**config.mk**
```make
export PLATFORM = sky130hd
export DESIGN_NAME = fuzzy_subsequence_scorer_core
export DESIGN_NICKNAME = d
export VERILOG_FILES = /design/src/rtl/fss_pkg.sv /design/src/rtl/fss_match.sv /design/src/rtl/fss_score.sv /design/src/rtl/fuzzy_subsequence_scorer_core.sv
export VERILOG_INCLUDE_DIRS = /design/src /design/src/rtl
export SDC_FILE = /design/constraint.sdc
export NUM_CORES = 1
export LEC_CHECK = 0
export ABC_AREA = 1
export CAP_MARGIN = 10
export CORE_UTILIZATION = 59
export DETAILED_ROUTE_END_ITERATION = 6
export DONT_BUFFER_PORTS = 1
export MAX_ROUTING_LAYER = met4
export PLACE_DENSITY_LB_ADDON = 0.05
export SLEW_MARGIN = 10
export SYNTH_ARGS = -nofsm -noshare
export SYNTH_HDL_FRONTEND = slang
export SYNTH_SLANG_ARGS = --single-unit
```
**constraint.sdc**
```tcl
create_clock -name clk -period 7.9 [get_ports clk]
set_clock_uncertainty 0.15 [all_clocks]
set_input_delay 2.37 -clock clk [delete_from_list [all_inputs] [get_ports clk]]
set_output_delay 2.37 -clock clk [all_outputs]
set_load 0.005 [all_outputs]
```
**src/rtl/fuzzy_subsequence_scorer_core_macros.svh**
```systemverilog
// Assertion macros for the fuzzy subsequence scorer
`ifndef FUZZY_SUBSEQUENCE_SCORER_CORE_MACROS_SVH
`define FUZZY_SUBSEQUENCE_SCORER_CORE_MACROS_SVH

// antecedent implies consequent in the same cycle
`define FSS_ASSERT_SAME(label, ante, cons, msg) \
  label: assert property (@(posedge clk) disable iff (!rst_n) (ante) |-> (cons)) \
    else $error(msg);

// antecedent implies consequent in the next cycle
`define FSS_ASSERT_NEXT(label, ante, cons, msg) \
  label: assert property (@(posedge clk) disable iff (!rst_n) (ante) |=> (cons)) \
    else $error(msg);

`endif

```
**src/rtl/fss_pkg.sv**
```systemverilog
// Shared types and constants for the fuzzy subsequence scorer
package fss_pkg;

  localparam int SCORE_W = 9;
  localparam int CHAR_W  = 16;
  localparam int LEN_W   = 4;
  localparam int SLOTS   = 8;

  typedef logic [SCORE_W-1:0] fss_score_t;
  typedef logic [CHAR_W-1:0]  fss_char_t;
  typedef logic [LEN_W-1:0]   fss_len_t;
  typedef logic [SLOTS-1:0][CHAR_W-1:0] fss_needle_t;

  localparam fss_score_t HIT_BASE    = 9'd10;
  localparam fss_score_t RUN_STEP    = 9'd5;
  localparam fss_score_t START_BONUS = 9'd15;
  localparam fss_score_t SCORE_MAX   = 9'd275;
  localparam fss_score_t EMPTY_SCORE = 9'd1;
  localparam fss_len_t   PENALTY_CAP = 4'd10;
  localparam fss_len_t   RUN_MAX     = 4'd15;

  typedef enum logic [1:0] {
    CFG_NEEDLE_LOW    = 2'd0,
    CFG_NEEDLE_HIGH   = 2'd1,
    CFG_NEEDLE_LENGTH = 2'd2
  } fss_cfg_idx_t;

  typedef struct packed {
    logic empty;
    logic matched;
  } fss_flags_t;

endpackage

```
**src/rtl/fss_match.sv**
```systemverilog
// Greedy needle match: per-haystack running state and per-word update
module fss_match #(
  parameter int NEEDLE_MAX = 8,
  parameter int POS_WIDTH  = 16
) (
  input  logic                    clk,
  input  logic                    rst_n,
  input  logic                    go,
  input  fss_pkg::fss_char_t      hay_char,
  input  logic                    char_present,
  input  logic                    last_char,
  input  fss_pkg::fss_needle_t    needle_chars,
  input  fss_pkg::fss_len_t       needle_length,
  output fss_pkg::fss_score_t     score_upd,
  output logic [POS_WIDTH-1:0]    first_upd,
  output logic [POS_WIDTH-1:0]    last_upd,
  output fss_pkg::fss_len_t       active_len,
  output fss_pkg::fss_flags_t     flags
);

  localparam int IDX_W = $clog2(NEEDLE_MAX + 1);
  localparam logic [POS_WIDTH-1:0] POS_LIMIT = {POS_WIDTH{1'b1}};

  logic [IDX_W-1:0]     idx_r, idx_nxt, idx_upd;
  logic [POS_WIDTH-1:0] pos_r, pos_nxt;
  fss_pkg::fss_score_t  score_r, score_nxt;
  fss_pkg::fss_len_t    run_r, run_nxt, run_upd;
  logic                 seen_r, seen_nxt, seen_upd;
  logic [POS_WIDTH-1:0] first_r, first_nxt;
  logic [POS_WIDTH-1:0] last_r, last_nxt;
  logic [POS_WIDTH-1:0] pos_upd;

  fss_pkg::fss_len_t    idx_ext;
  fss_pkg::fss_char_t   want_char;
  logic                 hit;
  logic                 adjacent;

  always_comb begin
    active_len = (needle_length > fss_pkg::fss_len_t'(NEEDLE_MAX))
               ? fss_pkg::fss_len_t'(NEEDLE_MAX) : needle_length;
    idx_ext    = fss_pkg::fss_len_t'(idx_r);
    want_char  = needle_chars[idx_ext[2:0]];
    hit        = char_present && (idx_ext < active_len) && (hay_char == want_char);
    adjacent   = seen_r ? (({1'b0, last_r} + 1'b1) == {1'b0, pos_r})
                        : (pos_r == '0);

    idx_upd   = idx_r;
    score_upd = score_r;
    run_upd   = run_r;
    seen_upd  = seen_r;
    first_upd = first_r;
    last_upd  = last_r;
    pos_upd   = pos_r;

    if (hit) begin
      if (adjacent) begin
        run_upd = (run_r < fss_pkg::RUN_MAX) ? run_r + 1'b1 : run_r;
      end else begin
        run_upd = '0;
      end
      first_upd = seen_r ? first_r : pos_r;
      seen_upd  = 1'b1;
      last_upd  = pos_r;
      score_upd = score_r + fss_pkg::HIT_BASE
                + fss_pkg::fss_score_t'(run_upd) * fss_pkg::RUN_STEP
                + ((pos_r == '0) ? fss_pkg::START_BONUS : '0);
      idx_upd   = idx_r + 1'b1;
    end
    if (char_present && (pos_r != POS_LIMIT)) begin
      pos_upd = pos_r + 1'b1;
    end

    flags.empty   = (active_len == '0);
    flags.matched = (fss_pkg::fss_len_t'(idx_upd) >= active_len);

    idx_nxt   = idx_r;
    score_nxt = score_r;
    run_nxt   = run_r;
    seen_nxt  = seen_r;
    first_nxt = first_r;
    last_nxt  = last_r;
    pos_nxt   = pos_r;
    if (go) begin
      if (last_char) begin
        idx_nxt   = '0;
        score_nxt = '0;
        run_nxt   = '0;
        seen_nxt  = 1'b0;
        pos_nxt   = '0;
      end else begin
        idx_nxt   = idx_upd;
        score_nxt = score_upd;
        run_nxt   = run_upd;
        seen_nxt  = seen_upd;
        first_nxt = first_upd;
        last_nxt  = last_upd;
        pos_nxt   = pos_upd;
      end
    end
  end

  always_ff @(posedge clk) begin
    if (!rst_n) begin
      idx_r   <= '0;
      score_r <= '0;
      run_r   <= '0;
      seen_r  <= 1'b0;
      pos_r   <= '0;
    end else begin
      idx_r   <= idx_nxt;
      score_r <= score_nxt;
      run_r   <= run_nxt;
      seen_r  <= seen_nxt;
      pos_r   <= pos_nxt;
    end
  end

  always_ff @(posedge clk) begin
    first_r <= first_nxt;
    last_r  <= last_nxt;
  end

endmodule

```
**src/rtl/fss_score.sv**
```systemverilog
// Final score with penalties and the result register
module fss_score #(
  parameter int POS_WIDTH = 16
) (
  input  logic                 clk,
  input  logic                 rst_n,
  input  logic                 capture,
  input  logic                 out_stall,
  input  fss_pkg::fss_score_t  score_upd,
  input  logic [POS_WIDTH-1:0] first_upd,
  input  logic [POS_WIDTH-1:0] last_upd,
  input  fss_pkg::fss_len_t    active_len,
  input  fss_pkg::fss_flags_t  flags,
  output logic                 out_valid,
  output fss_pkg::fss_score_t  out_match_score,
  output logic                 out_free
);

  localparam logic [POS_WIDTH-1:0] CAP_POS = POS_WIDTH'(fss_pkg::PENALTY_CAP);

  logic                 valid_r, valid_nxt;
  fss_pkg::fss_score_t  score_r, score_nxt;
  fss_pkg::fss_score_t  final_score;
  fss_pkg::fss_len_t    pen_first, pen_spread;
  logic [4:0]           pen_total;
  logic [POS_WIDTH-1:0] span, len_m1, spread;

  always_comb begin
    pen_first  = (first_upd >= CAP_POS) ? fss_pkg::PENALTY_CAP
                                        : fss_pkg::fss_len_t'(first_upd[3:0]);
    span       = last_upd - first_upd;
    len_m1     = POS_WIDTH'(active_len - 1'b1);
    spread     = (span >= len_m1) ? span - len_m1 : '0;
    pen_spread = (spread >= CAP_POS) ? fss_pkg::PENALTY_CAP
                                     : fss_pkg::fss_len_t'(spread[3:0]);
    pen_total  = 5'(pen_first) + 5'(pen_spread);

    if (flags.empty) begin
      final_score = fss_pkg::EMPTY_SCORE;
    end else if (!flags.matched) begin
      final_score = '0;
    end else if (score_upd > fss_pkg::fss_score_t'(pen_total)) begin
      final_score = score_upd - fss_pkg::fss_score_t'(pen_total);
    end else begin
      final_score = fss_pkg::EMPTY_SCORE;
    end

    out_free  = !valid_r || !out_stall;
    valid_nxt = valid_r && out_stall;
    score_nxt = score_r;
    if (capture) begin
      valid_nxt = 1'b1;
      score_nxt = final_score;
    end
  end

  always_ff @(posedge clk) begin
    if (!rst_n) begin
      valid_r <= 1'b0;
    end else begin
      valid_r <= valid_nxt;
    end
  end

  always_ff @(posedge clk) begin
    score_r <= score_nxt;
  end

  assign out_valid       = valid_r;
  assign out_match_score = score_r;

endmodule

```
**src/rtl/fuzzy_subsequence_scorer_core.sv**
```systemverilog
// Fuzzy subsequence scorer top level: input register, config registers, assertions
// Takes one haystack word per cycle, unless the input side stalls, and scores it against
// the needle held in the configuration registers. A word is held in the input register;
// when it moves on, the match update and, on the last word, the final score are formed
// in one pass and loaded into the match state and the result register. The score is thus
// on the outputs from the result register once its last word has left the input register.
// The input side stalls only while a last word waits for the result register,
// which frees in the same cycle the result is taken.
`include "fuzzy_subsequence_scorer_core_macros.svh"

module fuzzy_subsequence_scorer_core #(
  parameter int NEEDLE_MAX = 8,
  parameter int POS_WIDTH  = 16
) (
  input  logic                clk,
  input  logic                rst_n,
  input  logic                in_valid,
  output logic                in_stall,
  input  fss_pkg::fss_char_t  in_hay_char,
  input  logic                in_char_present,
  input  logic                in_last_char,
  output logic                out_valid,
  input  logic                out_stall,
  output fss_pkg::fss_score_t out_match_score,
  input  logic                cfg_valid,
  output logic                cfg_ready,
  input  logic [1:0]          cfg_index,
  input  logic [63:0]         cfg_data
);

  logic                s1_valid_r, s1_valid_nxt;
  fss_pkg::fss_char_t  s1_char_r, s1_char_nxt;
  logic                s1_present_r, s1_present_nxt;
  logic                s1_last_r, s1_last_nxt;
  logic [63:0]         needle_low_r, needle_low_nxt;
  logic [63:0]         needle_high_r, needle_high_nxt;
  fss_pkg::fss_len_t   needle_len_r, needle_len_nxt;

  logic                s1_go;
  logic                in_acc;
  logic                out_free;
  fss_pkg::fss_needle_t needle_chars;
  fss_pkg::fss_score_t score_upd;
  logic [POS_WIDTH-1:0] first_upd, last_upd;
  fss_pkg::fss_len_t   active_len;
  fss_pkg::fss_flags_t flags;

  assign cfg_ready    = 1'b1;
  assign needle_chars = {needle_high_r, needle_low_r};
  assign s1_go        = s1_valid_r && (!s1_last_r || out_free);
  assign in_stall     = s1_valid_r && !s1_go;
  assign in_acc       = in_valid && !in_stall;

  always_comb begin
    s1_valid_nxt   = s1_valid_r && !s1_go;
    s1_char_nxt    = s1_char_r;
    s1_present_nxt = s1_present_r;
    s1_last_nxt    = s1_last_r;
    if (in_acc) begin
      s1_valid_nxt   = 1'b1;
      s1_char_nxt    = in_hay_char;
      s1_present_nxt = in_char_present;
      s1_last_nxt    = in_last_char;
    end

    needle_low_nxt  = needle_low_r;
    needle_high_nxt = needle_high_r;
    needle_len_nxt  = needle_len_r;
    if (cfg_valid && cfg_ready) begin
      case (cfg_index)
        fss_pkg::CFG_NEEDLE_LOW:    needle_low_nxt  = cfg_data;
        fss_pkg::CFG_NEEDLE_HIGH:   needle_high_nxt = cfg_data;
        fss_pkg::CFG_NEEDLE_LENGTH: needle_len_nxt  = cfg_data[3:0];
        default: ;
      endcase
    end
  end

  always_ff @(posedge clk) begin
    if (!rst_n) begin
      s1_valid_r    <= 1'b0;
      needle_low_r  <= '0;
      needle_high_r <= '0;
      needle_len_r  <= '0;
    end else begin
      s1_valid_r    <= s1_valid_nxt;
      needle_low_r  <= needle_low_nxt;
      needle_high_r <= needle_high_nxt;
      needle_len_r  <= needle_len_nxt;
    end
  end

  always_ff @(posedge clk) begin
    s1_char_r    <= s1_char_nxt;
    s1_present_r <= s1_present_nxt;
    s1_last_r    <= s1_last_nxt;
  end

  fss_match #(
    .NEEDLE_MAX (NEEDLE_MAX),
    .POS_WIDTH  (POS_WIDTH)
  ) u_match (
    .clk           (clk),
    .rst_n         (rst_n),
    .go            (s1_go),
    .hay_char      (s1_char_r),
    .char_present  (s1_present_r),
    .last_char     (s1_last_r),
    .needle_chars  (needle_chars),
    .needle_length (needle_len_r),
    .score_upd     (score_upd),
    .first_upd     (first_upd),
    .last_upd      (last_upd),
    .active_len    (active_len),
    .flags         (flags)
  );

  fss_score #(
    .POS_WIDTH (POS_WIDTH)
  ) u_score (
    .clk             (clk),
    .rst_n           (rst_n),
    .capture         (s1_go && s1_last_r),
    .out_stall       (out_stall),
    .score_upd       (score_upd),
    .first_upd       (first_upd),
    .last_upd        (last_upd),
    .active_len      (active_len),
    .flags           (flags),
    .out_valid       (out_valid),
    .out_match_score (out_match_score),
    .out_free        (out_free)
  );

  `FSS_ASSERT_NEXT(a_last_gives_word, s1_go && s1_last_r, out_valid, "last word gave no result")
  `FSS_ASSERT_SAME(a_score_range, out_valid, out_match_score <= fss_pkg::SCORE_MAX, "score out of range")
  `FSS_ASSERT_NEXT(a_empty_needle, s1_go && s1_last_r && flags.empty, out_match_score == fss_pkg::EMPTY_SCORE, "empty needle must score one")
  `FSS_ASSERT_NEXT(a_unmatched_zero, s1_go && s1_last_r && !flags.empty && !flags.matched, out_match_score == '0, "unmatched needle must score zero")

endmodule

```
* Word level (Yosys, flattened, before mapping)
Index checks and enable logic that the tools add are counted.
** Storage, ports and cells
- Register bits after elaboration :: 227
- Output and inout port bits :: 12
- Word-level logic and storage cells :: 102
** Cells by class
- Add/sub/neg operators :: 12
- Multiply operators :: 1
- $lt $le $gt $ge :: 9
- Eq/ne operators :: 5
- Multiplexer cells :: 28
- Bitwise gates (word level) :: 3
- Reductions and logical operators :: 27
** Operators with widths (count)
- $mux 16 :: 7
- $bmux 16 s3 :: 1
- $mux 4 :: 11
- $ge 16x4->1 const B :: 2
- $sub 16x16->16 :: 2
- $mux 9 :: 2
- $add 16x1->17 const B :: 1
- $eq 17x16->1 :: 1
- $add 16x1->16 const B :: 1
- $eq 16x16->1 :: 1
- $ge 16x16->1 :: 1
- $logic_not 16->1 :: 1
- $ne 16x16->1 const B :: 1
- $reduce_and 2->1 :: 6
- $add 9x4->9 const B :: 1
- $add 9x7->9 :: 1
- $add 9x9->9 :: 1
- $gt 9x5->1 :: 1
- $sub 9x5->9 :: 1
- $add 4x1->4 const B :: 2
- $logic_and 1x1->1 :: 8
- $mul 4x3->7 const B :: 1
- $mux 1 :: 7
- $add 4x4->5 :: 1
- 15 further kinds :: 23

* Longest topological paths before layout
Gate-level depths: netlist (run 1).
- Depth after elaboration :: 15
- Mapped depth :: 59
- Gate-level depth less buffers :: 56

* By module
A second synthesis (run 1) with hierarchy kept.
** Second synthesis, totals
- Cell total of the unflattened synthesis :: 2524
- Area, all modules :: 15930.3 µm²
** Modules (own cells, without submodules)
- fss_match :: instances 1, cells an instance 1160, area each 6851.6 µm², seq. area each 1641.6 µm²
- fuzzy_subsequence_scorer_core :: instances 1, cells an instance 885, area each 6209.7 µm², seq. area each 3203.1 µm²
- fss_score :: instances 1, cells an instance 479, area each 2869.0 µm², seq. area each 290.3 µm²

* Worst setup path before layout (run 1)
OpenSTA, ideal clock, no wires.
- Path kind :: register to register
- Start :: reg needle_len_r[3]
- End :: reg u_score.score_r[3], in the netlist u_score.out_match_score[3] (data pin)
- Setup time :: 0.150 ns
- Arrival :: 7.093 ns
- Data required time :: 7.600 ns
- Setup slack :: 0.507 ns
- Stages on the path, launching flop included :: 44
- Buffers on the path :: 1
- Clock period less this slack :: 7.393 ns
- Cell sequence :: dfxtp_1 -> inv_1 -> nand2_1 -> ha_1 -> o21ai_1 -> nand2_1 -> nand2_1 -> a21oi_1 -> nor3_4 -> nand3_4 -> nor2_8 -> buf_6 -> mux2i_1 -> ha_1 -> a21oi_1 -> nor2_1 -> nor2_1 -> nor2_1 -> [... 8 more ...] -> nand3_1 -> inv_1 -> a21oi_1 -> nor2_1 -> nor3b_1 -> nand3_1 -> fa_1 -> xnor2_1 -> ha_1 -> nand3b_1 -> and2_1 -> nor2_1 -> o21ai_0 -> nand2_1 -> inv_1 -> o21ai_2 -> nand3_2 -> nor3b_2
** On the way
- Longest elaborated chain between the ends :: 15
** Ends and longest elaborated chain
- start, declared :: RTL line fuzzy_subsequence_scorer_core.sv:37 : fss_pkg::fss_len_t needle_len_r, needle_len_nxt;
- start signal, assigned :: RTL line fuzzy_subsequence_scorer_core.sv:89 : needle_len_r <= needle_len_nxt;
- $gt 4x4->1 :: RTL line fss_match.sv:39 : active_len = (needle_length > fss_pkg::fss_len_t'(NEEDLE_MAX))
- $mux 4 * :: RTL line fss_match.sv:40 : ? fss_pkg::fss_len_t'(NEEDLE_MAX) : needle_length;
- $lt 4x4->1 :: RTL line fss_match.sv:43 : hit = char_present && (idx_ext < active_len) && (hay_char == want_char);
- $logic_and 1x1->1 (2 in series) :: RTL line fss_match.sv:43
- $mux 16 :: RTL line fss_match.sv:55 : if (hit) begin
- $sub 16x16->16 :: RTL line fss_score.sv:31 : span = last_upd - first_upd;
- $sub 16x16->16 / $ge 16x16->1 (equally long branches) :: RTL line fss_score.sv:33 : spread = (span >= len_m1) ? span - len_m1 : '0;
- $mux 16 :: RTL line fss_score.sv:33
- $ge 16x4->1 :: RTL line fss_score.sv:34 : pen_spread = (spread >= CAP_POS) ? fss_pkg::PENALTY_CAP
- $mux 4 :: RTL line fss_score.sv:34
- $add 4x4->5 :: RTL line fss_score.sv:36 : pen_total = 5'(pen_first) + 5'(pen_spread);
- $gt 9x5->1 :: RTL line fss_score.sv:42 : end else if (score_upd > fss_pkg::fss_score_t'(pen_total)) begin
- $not 1->1 (no source line)
- $reduce_or 3->1 (no source line)
- end signal, assigned :: RTL line fss_score.sv:66 : score_r <= score_nxt;
- end, declared :: RTL line fss_score.sv:22 : fss_pkg::fss_score_t score_r, score_nxt;
Every way passes the cells marked *; elsewhere a longest branch is shown, timed or not.
A chain may end at the register's enable or synchronous reset.

* Worst setup path in the final report (run 1)
- Start :: reg u_match.idx_r[0], in the netlist u_match.idx_ext[0]
- End :: reg u_score.score_r[3], in the netlist u_score.out_match_score[3] (data pin)
** On the way
- Longest elaborated chain between the ends :: 14
** Ends and longest elaborated chain
- start, declared :: RTL line fss_match.sv:24 : logic [IDX_W-1:0] idx_r, idx_nxt, idx_upd;
- start signal, assigned :: RTL line fss_match.sv:110 : idx_r <= idx_nxt;
- $bmux 16 s3 :: RTL line fss_match.sv:42 : want_char = needle_chars[idx_ext[2:0]];
- $mux 16 (not written as such) :: RTL line fss_match.sv:42
- $eq 16x16->1 :: RTL line fss_match.sv:43
- $logic_and 1x1->1 :: RTL line fss_match.sv:43
- $mux 16 :: RTL line fss_match.sv:55
- $sub 16x16->16 :: RTL line fss_score.sv:31
- $sub 16x16->16 / $ge 16x16->1 (equally long branches) :: RTL line fss_score.sv:33
- $mux 16 :: RTL line fss_score.sv:33
- $ge 16x4->1 :: RTL line fss_score.sv:34
- $mux 4 :: RTL line fss_score.sv:34
- $add 4x4->5 :: RTL line fss_score.sv:36
- $gt 9x5->1 :: RTL line fss_score.sv:42
- $not 1->1 (no source line)
- $reduce_or 3->1 (no source line)
Parallel ways exist; a longest one is shown, timed or not. The select of a mux whose other input is x is not followed.

==> flow_metrics.py, run 1 <==
metrics = {
    "hold_path": {
        "holdPathEnd": "needle_low_r[26]",
        "holdPathStages": 2,
        "hold_start": "needle_low_r[26]",
        "worstHoldPathType": "reg -> reg",
    },
    "sta": {
        "worst_slew_pin_slew_ns": 1.084,
        "slew_headroom_pct": 27.73,
        "finalSetupViolCount": 0,
        "whs_ns": 0.3020,
        "slew_viol_final": 0,
        "setup_slack_ns": 0.03751,
        "max_freq_mhz": 127.2,
        "final_hold_viol_count": 0,
        "period_share_pct": 99.53,
        "rsz0062_at_grt": "true",
        "layout_min_cycle_time_ns": 7.862,
        "fin_tns_setup_ns": 0,
    },
    "drt": {
        "ant_nets": 0,
        "remaining_drc_errors": 0,
        "drtPass1Iterations": 5,
        "drt_iter0_drc": 1493,
        "vias": 14120,
        "drt-total-wl_um": 43480,
        "routedWlPerCell_um": 17.32,
        "post_drt_via_cell_ratio": 5.622,
    },
    "critical_path": {
        "cp-startpoint": "u_match.idx_ext[0]",
        "slowest_delay_ns": 0.58,
        "reg2reg_slack_ns": 0.04,
        "crit_path_top_delay_cell": "fa_2",
        "r2r_cells": 51,
        "critPathKind": "reg -> reg",
        "crit_arrival_ns": 8.10,
        "timing.rr.end": "u_score.out_match_score[3]",
        "crit_path_start_kind": "register",
        "path_common_cell": "nand2_2",
        "critPathMaxFanout": 8,
        "worstReg2RegStart": "u_match.idx_ext[0]",
        "endpoint_kind": "register",
        "worstPathRequired_ns": 8.14,
    },
    "grt": {
        "grt_max_degree": 136,
        "grt_usage_pct": 34.48,
        "grt.overflow.total": 0,
        "grt_pass1_wl_um": 64080,
        "grt_pass1_vias": 12480,
        "antenna_found_initial": 0,
    },
    "placed_design": {
        "dp_cells": 2419,
        "placed_cell_area_um2": 15470,
        "io_buffer_count": 0,
        "hpwl_um": 30240,
        "post-place-ws_ns": -0.4288,
        "place_congestion": 0.9456,
    },
    "synth": {
        "yosys.area_share.simple_pct": 26.80,
        "synth.avg_cell_area_um2": 6.999,
        "synth-seq-cells": 227,
        "synth_xor_area_share_pct": 3.102,
        "syn-num-nets": 2184,
        "synth_top_family_by_area": "simple AND/OR/NAND/NOR gates",
        "syn_inst": 2017,
        "async_reset_ff_share_pct": 0,
        "synthAdderAreaFrac_pct": 7.604,
        "yosys_warnings": 0,
        "synth_flop_cell": "dfxtp_1",
        "seq_area_frac_synth_pct": 36.37,
        "synth_edf_count": 59,
        "synth-compound-area-share_pct": 15.30,
        "synthMuxAreaShare_pct": 0.2216,
        "ys_types": 55,
        "synth_area_um2": 14120,
    },
    "power_and_ir_drop": {
        "intPower_mw": 2.308,
        "combPwrFrac_pct": 22.8,
        "total_power_mw": 3.253,
        "p_per_area_nw_per_um2": 181.1,
        "peakVddDrop_v": 0.0002260,
        "p_leak_nw": 7.912,
        "power.switching_uw": 944.8,
        "pwr-share-clk_pct": 38.4,
        "switching_share_pct": 29.04,
        "power_frac_seq_pct": 38.8,
    },
    "layout": {
        "drive_gt1_share_pct": 22.13,
        "area_delta_synth_final_pct": 27.23,
        "final_core_util_pct": 76.52,
        "final_common_cell": "nand2_1",
        "nets": 2340,
        "layout_common_cells": "421 x nand2_1, 276 x inv_1, 178 x a21oi_1, 173 x buf_4, 166 x dfxtp_1",
        "antennaDiodeCount": 0,
        "design_area_um2": 17960,
        "fillerInstances": 1785,
        "final_cells": 2511,
    },
    "clocking": {
        "cts.reportedPaths.clkPinSlew_ns": 0.06,
        "cts-root-buf": "clkbuf_16",
        "cts_htree_levels": 1,
        "clk_latency_ns": 0.54,
        "clockBufferDepth": 3,
        "tritoncts": "yes",
        "numCtsBuffers": 25,
        "cts_num_sinks": 227,
    },
    "die": {
        "die_y_um": 156.7,
        "ios": 101,
        "die_w_um": 156.7,
        "die_area_um2": 24550,
        "rows": 56,
        "start_util_pct": 60.14,
        "coreArea_um2": 23470,
    },
    "job": {
        "cap_violations": 0,
    },
    "run_status": {
        "status": "completed",
    },
}
==> timing repair <==
item / CTS / global route
pin swaps: 29 / 84
gates resized for setup: 50 / 227
hold buffers: 0 / 0
buffers inserted: 10 / 29
setup endpoints to repair: 9 / 9
cloned: 3 / 6
==> registers in the layout, summed over array words and instances, names as in the netlist, 9 cells and up <==
| signal | count |
|---|---|
| u_match.pos_r | 16 |
| s1_char_r | 16 |
| u_match.last_r | 16 |
| u_match.first_r | 16 |
| u_match.score_r | 9 |
| needle_low_r | 64 |
| u_score.out_match_score | 9 |
| needle_high_r | 64 |
==> Yosys cell counts (12+ instances only) <==
cell,count,area (um2)
a21oi_1,193,965.9
buf_2,15,75.07
clkbuf_1,49,183.9
dfxtp_1,168,3363
edfxtp_1,59,1772
fa_1,13,260.3
ha_1,65,813.3
inv_1,288,1081
nand2_1,466,1749
nand3_1,154,770.7
nand3b_1,12,90.09
nand4_1,29,181.4
nor2_1,155,581.8
nor3_1,16,80.08
o21ai_0,182,910.9
xnor2_1,13,113.9
xor2_1,37,324.1
==> power groups by stage <==
stage	Clock (mW)	Combinational [mW]	Sequential [mW]
2_1_floorplan	0	0.378	1.28
3_3_place_gp	0	0.588	1.28
3_5_place_dp	0	0.596	1.28
4_1_cts	1.25	0.629	1.26
5_1_grt	1.30	0.818	1.26
6_report	1.25	0.743	1.26
==> metal layers <==
metal  routed length, um  GRT usage [%]  vias up
met5                   0              -        -
met4                1013          8.917        0
met3                4358          7.477       95
met2               19160          50.74      584
met1               18950          47.70     6550
li1                    -              -     6887
==> worst max path at each step <==
stage / endpoint / slack, ns / cells after the start
final: u_score.out_match_score[3] / 0.04 / 51
after global routing: u_score.out_match_score[3] / -0.28 / 51
after CTS: u_score.out_match_score[3] / 0.02 / 51
after detailed placement: u_score.out_match_score[7] / -0.43 / 49
after global placement: u_score.out_match_score[3] / -0.27 / 49
after floorplan: u_score.out_match_score[3] / 0.51 / 43
==> worst max-delay path: cells and delay by family (launching register included) <==
family,cells,cell delay [ns]
buf+inv,13,1.58
compound gates,6,0.95
fa+ha+maj,5,1.55
flops,1,0.40
simple gates,27,3.02
==> logic make-up after synthesis <==
logic type / Yosys count
adders and majority gates: 78
muxes: 3
AOI/OAI and AO/OA: 412
and+or+nand+nor: 874
other: 1
DFF: 227
xor gates and xnor gates: 50
buffers and inverters: 372
==> final cells by class <==
cell class | count | area (um2) | share of cell area (%)
Clock buffer | 33 | 739.5 | 4.117
Clock inverter | 13 | 147.6 | 0.8220
Inverter | 292 | 1111 | 6.186
Multi-Input combinational cell | 1419 | 8526 | 47.47
Sequential cell | 227 | 5140 | 28.62
Tap cell | 319 | 399.1 | 2.222
Timing Repair Buffer | 208 | 1898 | 10.57
No activity file was read; power rests on OpenSTA's default activity.
==> run 2: changes to the inputs <==
--- a/config.mk
+++ b/config.mk
@@ -16,4 +16,5 @@
 export SLEW_MARGIN = 10
 export SYNTH_ARGS = -nofsm -noshare
 export SYNTH_HDL_FRONTEND = slang
+export SYNTH_HIERARCHICAL = 1
 export SYNTH_SLANG_ARGS = --single-unit
==> run 2 against run 1 <==
  * Critical path depth down 5
  * Register-to-register slack better by 0.39 ns
  * Clock power down 5%
  * Global-route usage down 0.95 points
  * Sequential share of layout area up 1.1 points
  * Largest cell class unchanged
  * Highest routed layer unchanged
==> flow_metrics.py, run 2 <==
metrics = {
    "run_status": {
        "status": "completed",
    },
    "sta": {
        "period_share_pct": 94.59,
        "final_hold_viol_count": 0,
        "worst_slew_pin_slew_ns": 0.9872,
        "slew_viol_final": 0,
        "fin_tns_setup_ns": 0,
        "layout_min_cycle_time_ns": 7.473,
        "max_freq_mhz": 133.8,
        "rsz0062_at_grt": "true",
        "slew_headroom_pct": 34.19,
        "finalSetupViolCount": 0,
    },
    "synth": {
        "yosys.area_share.simple_pct": 37.72,
        "seq_area_frac_synth_pct": 32.23,
        "ys_types": 39,
        "yosys.area.top_type_share_pct": 21.11,
        "yosys.area.top_type": "dfxtp_1",
        "synth.avg_cell_area_um2": 6.312,
        "synth_edf_count": 59,
        "synth_most_common_cell": "nand2_1",
        "synthAdderAreaFrac_pct": 6.896,
        "ys_top_cells_by_area": "dfxtp_1 21%, nand2_1 17%, edfxtp_1 11%",
        "synth_top_family_by_area": "simple AND/OR/NAND/NOR gates",
        "synth-seq-cells": 227,
        "synthMuxAreaShare_pct": 0,
        "synth_flop_cell": "dfxtp_1",
        "synth_common_cells": "741 x nand2_1, 402 x inv_1, 358 x nor2_1",
        "async_reset_ff_share_pct": 0,
        "synth_xor_area_share_pct": 2.584,
        "yosys_warnings": 6,
        "synth_area_um2": 15930,
        "syn-num-nets": 2693,
        "syn_inst": 2524,
        "synth-compound-area-share_pct": 7.265,
    },
    "grt": {
        "grt.overflow.total": 0,
        "grt_use_met1_pct": 38.24,
        "antenna_found_initial": 0,
        "met3_usage_pct": 3.122,
        "grt_pass1_wl_um": 72930,
        "grt-busiest-layer": "met2",
        "grt_max_degree": 138,
        "grt_usage_pct": 33.53,
        "gr-usage-met2_pct": 60.15,
        "grt_pass1_vias": 14530,
    },
    "critical_path": {
        "critPathKind": "reg -> reg",
        "worstPathRequired_ns": 8.03,
        "r2r_cells": 46,
        "crit_arrival_ns": 7.61,
        "critPathMaxFanout": 19,
        "worstReg2RegStart": "u_match/idx_ext[0]",
        "critPathTopFamily": "simple AND/OR/NAND/NOR gates",
        "reg2reg_slack_ns": 0.43,
        "endpoint_kind": "register",
        "path_common_cell": "nor2_1",
        "slowest_delay_ns": 0.56,
        "crit_path_start_kind": "register",
        "timing.rr.end": "u_score/out_match_score[8]",
        "crit_buf_inv": 9,
        "crit_path_top_delay_cell": "fa_2",
    },
    "die": {
        "start_util_pct": 60.62,
        "die_area_um2": 27660,
        "ios": 101,
        "die_y_um": 166.3,
        "rows": 59,
        "coreArea_um2": 26280,
        "die_w_um": 166.3,
    },
    "clocking": {
        "clk_latency_ns": 0.56,
        "numCtsBuffers": 25,
        "cts_num_sinks": 227,
        "cts.reportedPaths.clkPinSlew_ns": 0.07,
        "clockBufferDepth": 3,
        "cts-root-buf": "clkbuf_16",
        "tritoncts": "yes",
        "cts_htree_levels": 1,
    },
    "placed_design": {
        "placed_cell_area_um2": 15960,
        "io_buffer_count": 0,
        "hpwl_um": 32970,
        "place_congestion": 0.9768,
    },
    "drt": {
        "ant_nets": 0,
        "post_drt_via_cell_ratio": 5.390,
        "routedWlPerCell_um": 15.93,
        "drtPass1Iterations": 7,
        "drt_iter0_drc": 1179,
        "vias": 15290,
        "drt-total-wl_um": 45170,
        "remaining_drc_errors": 0,
    },
    "layout": {
        "fillerInstances": 2467,
        "drive_gt1_share_pct": 6.597,
        "nets": 2651,
        "reg_top3": "needle_high_r: 64 flops, needle_low_r: 64 flops",
        "layout_common_cells": "739 x nand2_1, 399 x inv_1, 349 x nor2_1, 226 x nand3_1, 167 x dfxtp_1",
        "antennaDiodeCount": 0,
        "area_delta_synth_final_pct": 8.443,
        "final_common_cell": "nand2_1",
        "design_area_um2": 17280,
    },
    "hold_path": {
        "holdPathStages": 2,
        "holdPathEnd": "u_match/score_r[3]",
        "hold_start": "u_match/score_r[3]",
        "worstHoldPathType": "reg -> reg",
    },
    "power_and_ir_drop": {
        "power.switching_uw": 883.7,
        "switching_share_pct": 29.33,
        "combPwrFrac_pct": 18.2,
        "p_per_area_nw_per_um2": 174.4,
        "pwr-share-clk_pct": 39.6,
        "p_leak_nw": 8.545,
        "power_frac_seq_pct": 42.1,
        "peakVddDrop_v": 0.0002000,
        "intPower_mw": 2.129,
    },
    "job": {
        "cap_violations": 0,
    },
}
==> run 2: cell types whose count changed in the layout (fill, tap and decap cells not counted), sizes merged, moves of 10 or more <==
| cell | before | now |
|---|---|---|
| inv | 291 | 405 |
| o21ai | 190 | 51 |
| nand3 | 157 | 239 |
| buf | 203 | 31 |
| nand2 | 469 | 748 |
| nand4 | 29 | 39 |
| a21oi | 197 | 152 |
| nor2 | 166 | 366 |
==> run 2: logic make-up after synthesis <==
| family | after synthesis |
|---|---|
| other | 1 |
| AND/OR/NAND/NOR | 1442 |
| adder cells (fa/ha/maj) | 80 |
| AO/OA/AOI/OAI | 221 |
| buffers and inverters | 506 |
| flip-flops | 227 |
| XOR/XNOR | 47 |
==> run 2: timing repair <==
item                                   in CTS  in global routing
cloned                                      1                  2
endpoints found under the hold margin       0                  0
gates resized for setup                     6                 86
hold buffers                                0                  0
pin swaps                                   1                 13
setup endpoints to repair                   9                  9
setup buffers                               1                  9
==> run 2: power groups by stage <==
stage | sequential, mW | combinational, mW | clock [mW]
2_1_floorplan | 1.28 | 0.427 | 0
3_3_place_gp | 1.29 | 0.497 | 0
3_5_place_dp | 1.29 | 0.506 | 0
4_1_cts | 1.27 | 0.512 | 1.21
5_1_grt | 1.27 | 0.625 | 1.25
6_report | 1.27 | 0.548 | 1.19
==> run 2: per-layer routing <==
layer	share of wire, %	up-vias
met5	0	-
met4	4.3	0
met3	4.5	113
met2	51	444
met1	40	6969
li1	-	7760
==> run 2: worst register-to-register path, delay by kind of cell (launching register included) <==
kind | cells | cell delay, ns
compound gates | 6 | 0.73
xor+xnor | 2 | 0.39
fa+ha+maj | 4 | 1.66
buf+inv | 9 | 0.94
flops | 1 | 0.40
simple gates | 25 | 2.89
==> run 2: worst max-delay path by stage <==
stage | start | end | slack (ns) | depth (start not counted)
2_1_floorplan | u_match/idx_ext[0] | u_score/out_match_score[7] | 1.09 | 46
3_3_place_gp | u_match/idx_ext[0] | u_score/out_match_score[4] | 0.14 | 43
3_5_place_dp | u_match/idx_ext[0] | u_score/out_match_score[4] | -0.1 | 44
4_1_cts | needle_len_r[3] | u_score/out_match_score[4] | 0.009 | 42
5_1_grt | u_match/idx_ext[0] | u_score/out_match_score[7] | -0.13 | 50
6_report | u_match/idx_ext[0] | u_score/out_match_score[8] | 0.43 | 46
==> run 2: through the flow <==
stage	cells	hold WS, ns	power (mW)	setup WS (ns)	utilization [%]
CTS	2826	0.3209	2.989	0.008942	64.14
detailed placement	2778	0.3116	1.801	-0.09864	60.75
global route	2836	0.3478	3.150	-0.1298	65.74
global placement	2778	0.3047	1.791	0.1359	60.75
finish	2836	0.3213	3.013	0.4271	65.74
floorplan	2524	0.2953	1.708	1.086	-
==> run 2: layout make-up <==
| type | instances | area, um2 | area share, % |
|---|---|---|---|
| clock buffer | 34 | 700.7 | 4.056 |
| clock inverter | 12 | 130.1 | 0.7532 |
| inverter | 405 | 1546 | 8.952 |
| multi-input combinational | 1791 | 8986 | 52.02 |
| sequential | 227 | 5139 | 29.75 |
| tap | 335 | 419.2 | 2.426 |
| timing repair buffer | 32 | 354.1 | 2.050 |
